## config.mk

```make
export PLATFORM = sky130hd
export DESIGN_NAME = fcw_walker_flat
export DESIGN_NICKNAME = d
export VERILOG_FILES = /design/src/sv/fcw_pkg.sv /design/src/sv/fcw_if.sv /design/src/sv/fcw_walker.sv /design/src/flat_wrapper.sv
export SDC_FILE = /design/constraint.sdc
export NUM_CORES = 1
export LEC_CHECK = 0
export ABC_AREA = 1
export BUFFER_PORTS_ARGS = -buffer_cell sky130_fd_sc_hd__buf_2
export CAP_MARGIN = 10
export CORE_MARGIN = 2
export CORE_UTILIZATION = 57
export DETAILED_ROUTE_END_ITERATION = 7
export PLACE_DENSITY = 0.9
export SYNTH_ARGS = -nofsm -noshare
export SYNTH_HDL_FRONTEND = slang
export SYNTH_SLANG_ARGS = --single-unit
```

## constraint.sdc

```tcl
create_clock -name clk -period 2.5 [get_ports clk]
set_clock_uncertainty 0.05 [all_clocks]
set_input_delay 0.5 -clock clk [delete_from_list [all_inputs] [get_ports clk]]
set_output_delay 0.5 -clock clk [all_outputs]
set_load 0.01 [all_outputs]
```

## src/sv/fcw_pkg.sv

```systemverilog
// shared widths, codes and request types of the fat12 cluster chain walker
`default_nettype none
package fcw_pkg;

	localparam int ADDR_W     = 13;
	localparam int BYTE_W     = 8;
	localparam int CLUSTER_W  = 12;
	localparam int SECTOR_W   = 16;
	localparam int STATUS_W   = 3;
	localparam int MODE_W     = 2;
	localparam int LIMIT_W    = 13;
	localparam int CFG_IDX_W  = 1;
	localparam int CFG_DATA_W = 16;

	localparam int TABLE_BYTES_DEF = 8192;
	localparam int MAX_RUN_DEF     = 64;

	// request modes
	localparam logic [MODE_W-1:0] MODE_LOAD   = 2'd0;
	localparam logic [MODE_W-1:0] MODE_START  = 2'd1;
	localparam logic [MODE_W-1:0] MODE_RESUME = 2'd2;

	// result status codes
	localparam logic [STATUS_W-1:0] ST_CONT  = 3'd0;
	localparam logic [STATUS_W-1:0] ST_END   = 3'd1;
	localparam logic [STATUS_W-1:0] ST_RUN   = 3'd2;
	localparam logic [STATUS_W-1:0] ST_BAD   = 3'd3;
	localparam logic [STATUS_W-1:0] ST_EMPTY = 3'd4;
	localparam logic [STATUS_W-1:0] ST_NONE  = 3'd5;

	// configuration register indexes
	localparam logic [CFG_IDX_W-1:0] CFG_DATA_START = 1'd0;
	localparam logic [CFG_IDX_W-1:0] CFG_LIMIT      = 1'd1;

	// fat12 entry markers
	localparam logic [CLUSTER_W-1:0] END_MARK     = 12'hFF8;
	localparam logic [CLUSTER_W-1:0] RESERVED_LOW = 12'hFF0;
	localparam logic [LIMIT_W-1:0]   LIMIT_RESET  = 13'h1000;

	typedef struct packed {
		logic              en;
		logic [ADDR_W-1:0] addr;
		logic [BYTE_W-1:0] data;
	} wr_req_t;

	typedef struct packed {
		logic              en;
		logic [ADDR_W-1:0] off;
	} rd_req_t;

endpackage
`default_nettype wire

```

## src/sv/fcw_if.sv

```systemverilog
// request and result channel interfaces of the fat12 cluster chain walker
`default_nettype none
interface fcw_item_if;
	import fcw_pkg::*;
	logic                 valid;
	logic                 ready;
	logic [MODE_W-1:0]    mode;
	logic [ADDR_W-1:0]    byte_address;
	logic [BYTE_W-1:0]    byte_value;
	logic [CLUSTER_W-1:0] start_cluster;

	modport source (output valid, mode, byte_address, byte_value, start_cluster,
		input ready);
	modport sink (input valid, mode, byte_address, byte_value, start_cluster,
		output ready);
endinterface

interface fcw_result_if;
	import fcw_pkg::*;
	logic                 valid;
	logic                 ready;
	logic [CLUSTER_W-1:0] cluster;
	logic [SECTOR_W-1:0]  sector;
	logic [STATUS_W-1:0]  status;
	logic                 last;

	modport source (output valid, cluster, sector, status, last, input ready);
	modport sink (input valid, cluster, sector, status, last, output ready);
endinterface
`default_nettype wire

```

## src/sv/fcw_walker.sv

```systemverilog
// request sequencer: table loads, chain walk, run limit and result register
`default_nettype none
module fcw_walker #(
	parameter int MAX_RUN = fcw_pkg::MAX_RUN_DEF
) (
	input  wire logic                        clk,
	input  wire logic                        arst_n,
	input  wire logic                        cfg_we,
	input  wire logic [fcw_pkg::CFG_IDX_W-1:0]  cfg_index,
	input  wire logic [fcw_pkg::CFG_DATA_W-1:0] cfg_wdata,
	fcw_item_if.sink                         item,
	fcw_result_if.source                     result,
	output fcw_pkg::wr_req_t                 wr,
	output fcw_pkg::rd_req_t                 rd,
	input  wire logic [fcw_pkg::BYTE_W-1:0]  b0,
	input  wire logic [fcw_pkg::BYTE_W-1:0]  b1
);
	import fcw_pkg::*;

	localparam int RW = (MAX_RUN > 1) ? $clog2(MAX_RUN) : 1;

	typedef enum logic [1:0] {S_IDLE, S_READ, S_EVAL, S_EMIT} state_t;

	state_t               state_q;
	logic [CLUSTER_W-1:0] cur_q;
	logic [STATUS_W-1:0]  stat_q;
	logic [RW-1:0]        run_q;
	logic [CLUSTER_W-1:0] pend_cluster_q;
	logic                 pend_valid_q;
	logic                 out_valid_q;
	logic [CLUSTER_W-1:0] out_cluster_q;
	logic [SECTOR_W-1:0]  out_sector_q;
	logic [STATUS_W-1:0]  out_status_q;
	logic                 out_last_q;
	logic [SECTOR_W-1:0]  data_start_q;
	logic [LIMIT_W-1:0]   limit_q;

	logic                 acc;
	logic                 out_free;
	logic                 bad_c;
	logic                 end_nx;
	logic                 run_full;
	logic                 emit;
	logic [CLUSTER_W-1:0] nx;
	logic [SECTOR_W-1:0]  sector_c;

	assign acc      = item.valid && item.ready;
	assign out_free = !out_valid_q || result.ready;

	// bad cluster: free or reserved, reserved/bad markers, or past the limit
	assign bad_c = (cur_q < CLUSTER_W'(2))
		|| (cur_q >= RESERVED_LOW && cur_q < END_MARK)
		|| (cur_q < RESERVED_LOW && {1'b0, cur_q} >= limit_q);

	assign sector_c = data_start_q + SECTOR_W'(cur_q) - SECTOR_W'(2);

	// 12-bit entry from the two table bytes
	assign nx       = cur_q[0] ? {b1, b0[7:4]} : {b1[3:0], b0};
	assign end_nx   = nx >= END_MARK;
	assign run_full = run_q == RW'(MAX_RUN - 1);

	// table access requests
	assign wr.en   = acc && item.mode == MODE_LOAD;
	assign wr.addr = item.byte_address;
	assign wr.data = item.byte_value;
	assign rd.en   = state_q == S_READ && !bad_c;
	assign rd.off  = ADDR_W'(cur_q) + ADDR_W'(cur_q >> 1);

	assign emit = out_free && ((state_q == S_READ && bad_c) || state_q == S_EVAL
		|| state_q == S_EMIT);

	assign item.ready     = state_q == S_IDLE;
	assign result.valid   = out_valid_q;
	assign result.cluster = out_cluster_q;
	assign result.sector  = out_sector_q;
	assign result.status  = out_status_q;
	assign result.last    = out_last_q;

	// configuration registers
	always_ff @(posedge clk or negedge arst_n) begin
		if (!arst_n) begin
			data_start_q <= '0;
			limit_q      <= LIMIT_RESET;
		end else if (cfg_we) begin
			case (cfg_index)
				CFG_DATA_START: data_start_q <= cfg_wdata;
				CFG_LIMIT:      limit_q      <= cfg_wdata[LIMIT_W-1:0];
				default:        ;
			endcase
		end
	end

	// sequencer and result register
	always_ff @(posedge clk or negedge arst_n) begin
		if (!arst_n) begin
			state_q        <= S_IDLE;
			cur_q          <= '0;
			stat_q         <= ST_CONT;
			run_q          <= '0;
			pend_cluster_q <= '0;
			pend_valid_q   <= 1'b0;
			out_valid_q    <= 1'b0;
			out_cluster_q  <= '0;
			out_sector_q   <= '0;
			out_status_q   <= ST_CONT;
			out_last_q     <= 1'b0;
		end else begin
			// result register fills on emit, drains when taken
			if (emit) begin
				out_valid_q <= 1'b1;
			end else if (result.ready) begin
				out_valid_q <= 1'b0;
			end
			case (state_q)
				S_IDLE: begin
					if (acc) begin
						run_q <= '0;
						case (item.mode)
							MODE_START: begin
								pend_valid_q   <= 1'b0;
								pend_cluster_q <= '0;
								cur_q          <= item.start_cluster;
								if (item.start_cluster == '0 || item.start_cluster >= END_MARK)
								begin
									stat_q  <= ST_EMPTY;
									state_q <= S_EMIT;
								end else begin
									state_q <= S_READ;
								end
							end
							MODE_RESUME: begin
								if (pend_valid_q) begin
									cur_q          <= pend_cluster_q;
									pend_valid_q   <= 1'b0;
									pend_cluster_q <= '0;
									state_q        <= S_READ;
								end else begin
									cur_q   <= '0;
									stat_q  <= ST_NONE;
									state_q <= S_EMIT;
								end
							end
							default: ;
						endcase
					end
				end
				S_READ: begin
					if (!bad_c) begin
						state_q <= S_EVAL;
					end else if (out_free) begin
						out_cluster_q <= cur_q;
						out_sector_q  <= '0;
						out_status_q  <= ST_BAD;
						out_last_q    <= 1'b1;
						state_q       <= S_IDLE;
					end
				end
				S_EVAL: begin
					if (out_free) begin
						out_cluster_q <= cur_q;
						out_sector_q  <= sector_c;
						if (end_nx) begin
							out_status_q <= ST_END;
							out_last_q   <= 1'b1;
							state_q      <= S_IDLE;
						end else if (run_full) begin
							out_status_q   <= ST_RUN;
							out_last_q     <= 1'b1;
							pend_cluster_q <= nx;
							pend_valid_q   <= 1'b1;
							state_q        <= S_IDLE;
						end else begin
							out_status_q <= ST_CONT;
							out_last_q   <= 1'b0;
							cur_q        <= nx;
							run_q        <= run_q + 1'b1;
							state_q      <= S_READ;
						end
					end
				end
				S_EMIT: begin
					if (out_free) begin
						out_cluster_q <= cur_q;
						out_sector_q  <= '0;
						out_status_q  <= stat_q;
						out_last_q    <= 1'b1;
						state_q       <= S_IDLE;
					end
				end
				default: state_q <= S_IDLE;
			endcase
		end
	end

	// a load request never raises a result
	a_load_silent: assert property (@(posedge clk) disable iff (!arst_n)
		(acc && item.mode == MODE_LOAD && !out_valid_q) |=> !out_valid_q)
		else $error("result raised by a table load");

	// only the final result of a request is not a continue
	a_last_status: assert property (@(posedge clk) disable iff (!arst_n)
		out_valid_q |-> (out_last_q == (out_status_q != ST_CONT)))
		else $error("last flag disagrees with status");

	// run limit result leaves a pending walk behind
	a_run_pending: assert property (@(posedge clk) disable iff (!arst_n)
		(emit && state_q == S_EVAL && !end_nx && run_full) |=> pend_valid_q)
		else $error("run limit without pending walk");

	// results without a data cluster carry sector zero
	a_zero_sector: assert property (@(posedge clk) disable iff (!arst_n)
		(out_valid_q && (out_status_q == ST_BAD || out_status_q == ST_EMPTY
		|| out_status_q == ST_NONE)) |-> out_sector_q == '0)
		else $error("nonzero sector on a status-only result");

endmodule
`default_nettype wire

```

## src/flat_wrapper.sv

```systemverilog
// flat-port wrapper written by rule: the top's interface ports become plain ports
module fcw_walker_flat import fcw_pkg::*;
#(
	parameter int MAX_RUN = fcw_pkg::MAX_RUN_DEF
)
  (clk, arst_n, cfg_we, cfg_index, cfg_wdata, wr, rd, b0, b1, item_valid, item_mode, item_byte_address, item_byte_value, item_start_cluster, item_ready, result_valid, result_cluster, result_sector, result_status, result_last, result_ready);
  fcw_item_if item_i ();
  fcw_result_if result_i ();
  input  wire logic clk;
  input  wire logic arst_n;
  input  wire logic cfg_we;
  input  wire logic [fcw_pkg::CFG_IDX_W-1:0] cfg_index;
  input  wire logic [fcw_pkg::CFG_DATA_W-1:0] cfg_wdata;
  output fcw_pkg::wr_req_t wr;
  output fcw_pkg::rd_req_t rd;
  input  wire logic [fcw_pkg::BYTE_W-1:0] b0;
  input  wire logic [fcw_pkg::BYTE_W-1:0] b1;
  input wire logic [$bits(item_i.valid)-1:0] item_valid;
  input wire logic [$bits(item_i.mode)-1:0] item_mode;
  input wire logic [$bits(item_i.byte_address)-1:0] item_byte_address;
  input wire logic [$bits(item_i.byte_value)-1:0] item_byte_value;
  input wire logic [$bits(item_i.start_cluster)-1:0] item_start_cluster;
  output wire logic [$bits(item_i.ready)-1:0] item_ready;
  output wire logic [$bits(result_i.valid)-1:0] result_valid;
  output wire logic [$bits(result_i.cluster)-1:0] result_cluster;
  output wire logic [$bits(result_i.sector)-1:0] result_sector;
  output wire logic [$bits(result_i.status)-1:0] result_status;
  output wire logic [$bits(result_i.last)-1:0] result_last;
  input wire logic [$bits(result_i.ready)-1:0] result_ready;
  assign item_i.valid = item_valid;
  assign item_i.mode = item_mode;
  assign item_i.byte_address = item_byte_address;
  assign item_i.byte_value = item_byte_value;
  assign item_i.start_cluster = item_start_cluster;
  assign item_ready = item_i.ready;
  assign result_valid = result_i.valid;
  assign result_cluster = result_i.cluster;
  assign result_sector = result_i.sector;
  assign result_status = result_i.status;
  assign result_last = result_i.last;
  assign result_i.ready = result_ready;
  fcw_walker #(.MAX_RUN(MAX_RUN)) u_core (.clk(clk), .arst_n(arst_n), .cfg_we(cfg_we), .cfg_index(cfg_index), .cfg_wdata(cfg_wdata), .item(item_i), .result(result_i), .wr(wr), .rd(rd), .b0(b0), .b1(b1));
endmodule
```

==> results.toml <==
[clocking]
cts_buffers = 9
clkTransAtPathRegs_ns = 0.06
clock_sinks = 97
cts_tree = "built"
cts_root_buf = "clkbuf_16"
clkLatencyLatePin_ns = 0.36
htree_num_levels = 3
clockBufferDepth = 2

[layout]
areaGrowthSynthToFinish_pct = 22.2
fin_util_pct = 72.0
fin_cells = 1284
layout-drive-gt1-share_pct = 29.4
diodes = 0
fin_nets = 1250

[grt]
first_global_vias = 6430
track_usage_pct = 29.2
grt.overflow.total = 0
grt_max_degree = 40
antenna_found_initial = 0
grt_pass1_wl_mm = 31.0

[setup_path]
crit_fanout = 4
worstPathRequired_ns = 1.95
rr_worst_depth = 15
r2r_start = "u_core.cur_q[7]$_DFFE_PN0P_"
critical_path.n_buffers_inverters = 4
max_stage_delay_ns = 0.40
path_class = "reg -> out"
cp-startpoint = "u_core.cur_q[3]$_DFFE_PN0P_"
path_delay_family = "buffers and inverters"
startpoint_type = "register"
cp.arrival_ns = 2.26
path_cells = "inv_2, ha_1, inv_2, a21oi_2, nand2_2, nand2_1, nand2_1, a21oi_2, buf_4, xnor2_2, buf_2"
slowest_stage = "dfrtp_1"
cp.depth = 11
critPathCaptureType = "output pin"

[routing]
vias = 7084
vias_per_cell = 5.52
detail-route-antenna-nets = 0
drt-initial-drc-count = 682
wire_per_inst_microns = 15.8
drt-pass1-iter-count = 7
drc = 0
wirelength_mm = 20.3

[sta]
finalWorstSetupSlack_ns = -0.306
max-slew-margin-rel_pct = 38.8
fin_hold_ws_ns = 0.332
tightestPinTransition_ns = 0.913
slew_violations = 0
hold_viol = 0
fin_crit_sh_pct = 112
period_needed_ns = 2.81
fmax_mhz = 356
grt_setup_unrepaired = "yes"
setup-violations-final = 11

[place]
placedCellCount = 1240
dpl.hpwl_mm = 14.2
pre_cts_ws_ns = -0.161
portBuffers = 100
gp_congestion = 0.967

[die]
dieArea_sq_um = 13500
start_util_pct = 58.9
ios = 143
die-height_microns = 116
core_area_sq_um = 12200
rows = 40
fp.dieW_microns = 116

[yosys]
synth_ff_type = "dfrtp_1"
ys_types = 41
synth_edf_count = 0
ys_seq_elements = 97
synth_area_sq_um = 7170
avgSynthCellArea_sq_um = 7.22
ys_async_sr_fraction_pct = 100
synth_fp_nets = 1131
yosys_warnings = 0
seq_area_frac_synth_pct = 33.9
synthCells = 992

[pwr]
power_density_nw_per_um2 = 1360
cellLeakagePower_nw = 4.79
p_total_mw = 11.9
vdd.ir_drop.worst_uv = 859

[hold_path]
hold_path.class = "in -> reg"
min_from = "cfg_wdata[15]"
hold_depth = 2

[status]
violations = "setup timing"
status = "complete, but fails checks"

[run]
cap_viol_max_count = 0
cells in the mapped netlist (2+ instances only):
cell      count  area (sq um)
o21ai_1       2          10.0
a21oi_1      29           145
dfrtp_1      96          2400
nand2_4       2          22.5
clkbuf_1     16          60.1
o21ai_2      25           219
fa_1          2          40.0
and2_1        2          12.5
inv_2         3          11.3
a211oi_1      2          15.0
nor3_1        8          40.0
buf_4        23           173
nor2_2        4          25.0
or2_2         5          31.3
nand3_1      46           230
nor2_1       55           206
inv_1       153           574
xnor2_1       7          61.3
nor2_4        2          22.5
nand4_1      44           275
xor2_1       11          96.3
ha_1         64           801
buf_6         5          56.3
nand2_1     306          1150
nand2_2      10          62.6
o21ai_0      49           245
buf_2         7          35.0
cell usage in the layout, fill, tap and decap left out, types with 2 or more instances in the layout:
master      instances
nand2_1           290
inv_1             134
buf_2              97
dfrtp_1            87
buf_4              48
o21ai_0            47
ha_1               47
nor2_1             45
nand4_1            44
nand3_1            38
o21ai_2            27
nand2_2            24
a21oi_1            21
inv_2              20
buf_6              12
nor2_2             11
xor2_1             11
ha_4               11
clkbuf_16           9
dfrtp_2             9
nand3_2             8
nor3_1              8
a21oi_2             7
xnor2_1             6
ha_2                6
or2_2               5
nor2_4              5
clkinvlp_4          4
nand2_4             4
buf_12              3
o21ai_1             2
fa_2                2
clkinv_2            2
state kept, by name, summed over array words and instances, names as in the netlist:
signal	count
u_core.run_q	6
u_core.result.status	3
u_core.cur_q	12
u_core.limit_q	13
u_core.stat_q	2
u_core.result.sector	16
u_core.pend_cluster_q	12
u_core.data_start_q	16
u_core.result.valid	1
u_core.result.cluster	12
u_core.result.last	1
u_core.pend_valid_q	1
u_core.state_q	2
per-stage QoR:
step	setup TNS (ns)	instance area, sq um
floorplan	0	7170
global placement	-0.258	7810
detailed placement	-0.179	7810
CTS	-1.03	8370
global route	-3.29	8760
finish	-2.04	8760
path summary, 6_finish.rpt:
check	to	slack, ns
max	rd[6]	-0.31
min	u_core.data_start_q[15]$_DFFE_PN0P_	0.33
max reg2reg	u_core.result.sector[15]$_DFFE_PN0P_	0.02
min reg2reg	u_core.result.sector[10]$_DFFE_PN0P_	0.42
max in group asynchronous	u_core.result.sector[12]$_DFFE_PN0P_	1.25
min in group asynchronous	u_core.pend_cluster_q[0]$_DFFE_PN0P_	0.53
worst reg2reg max path: stages, from the launching register on:
cell and delay [ns]:
dfrtp_2 0.43, clkinvlp_4 0.18, buf_6 0.15, buf_4 0.14, ha_1 0.28, inv_2 0.04, ha_4 0.31, nand2_4 0.07
nor2_4 0.12, and2_4 0.15, nand2_2 0.07, nand3_2 0.07, nand2_2 0.06, nor2_2 0.11, nand4_1 0.08, nand2_1 0.09
what timing repair did:
action,4_1_cts,5_1_grt
pin swaps,17,26
hold buffers,1,0
gates resized for setup,41,85
setup buffers,16,14
endpoints found under the setup margin,10,35
hold endpoints to repair,20,0
report_power, final:
part	internal, mW	total (mW)	switching, mW
Combinational	3.21	8.06	4.85
Clock	0.704	1.34	0.631
Sequential	2.05	2.49	0.441
Total	5.96	11.9	5.92
routing by layer:
metal | wire length, microns | up-vias | track usage, %
li1 | - | 3357 | -
met1 | 8360 | 3301 | 40.1
met2 | 9420 | 352 | 47.0
met3 | 1620 | 74 | 4.36
met4 | 889 | 0 | 11.5
met5 | 0 | - | 0
cell type report:
cell class,instances,area [sq um]
clock buffers,10,239
clock inverters,6,42.5
fillers,913,3400
inverters,157,597
multi-input cells,685,4180
flip-flops and latches,97,2440
well taps,168,210
repair buffers,161,1050
logic make-up after synthesis:
family                     Yosys count  synth area share, %
AOI/OAI and AO/OA                  113                 9.67
muxes                                1                0.157
buffers and inverters              210                 13.0
DFF                                 97                 33.9
adders and majority gates           66                 11.7
xor gates and xnor gates            18                 2.20
and+or+nand+nor                    487                 29.4
Power figures use the tool's default switching activity.
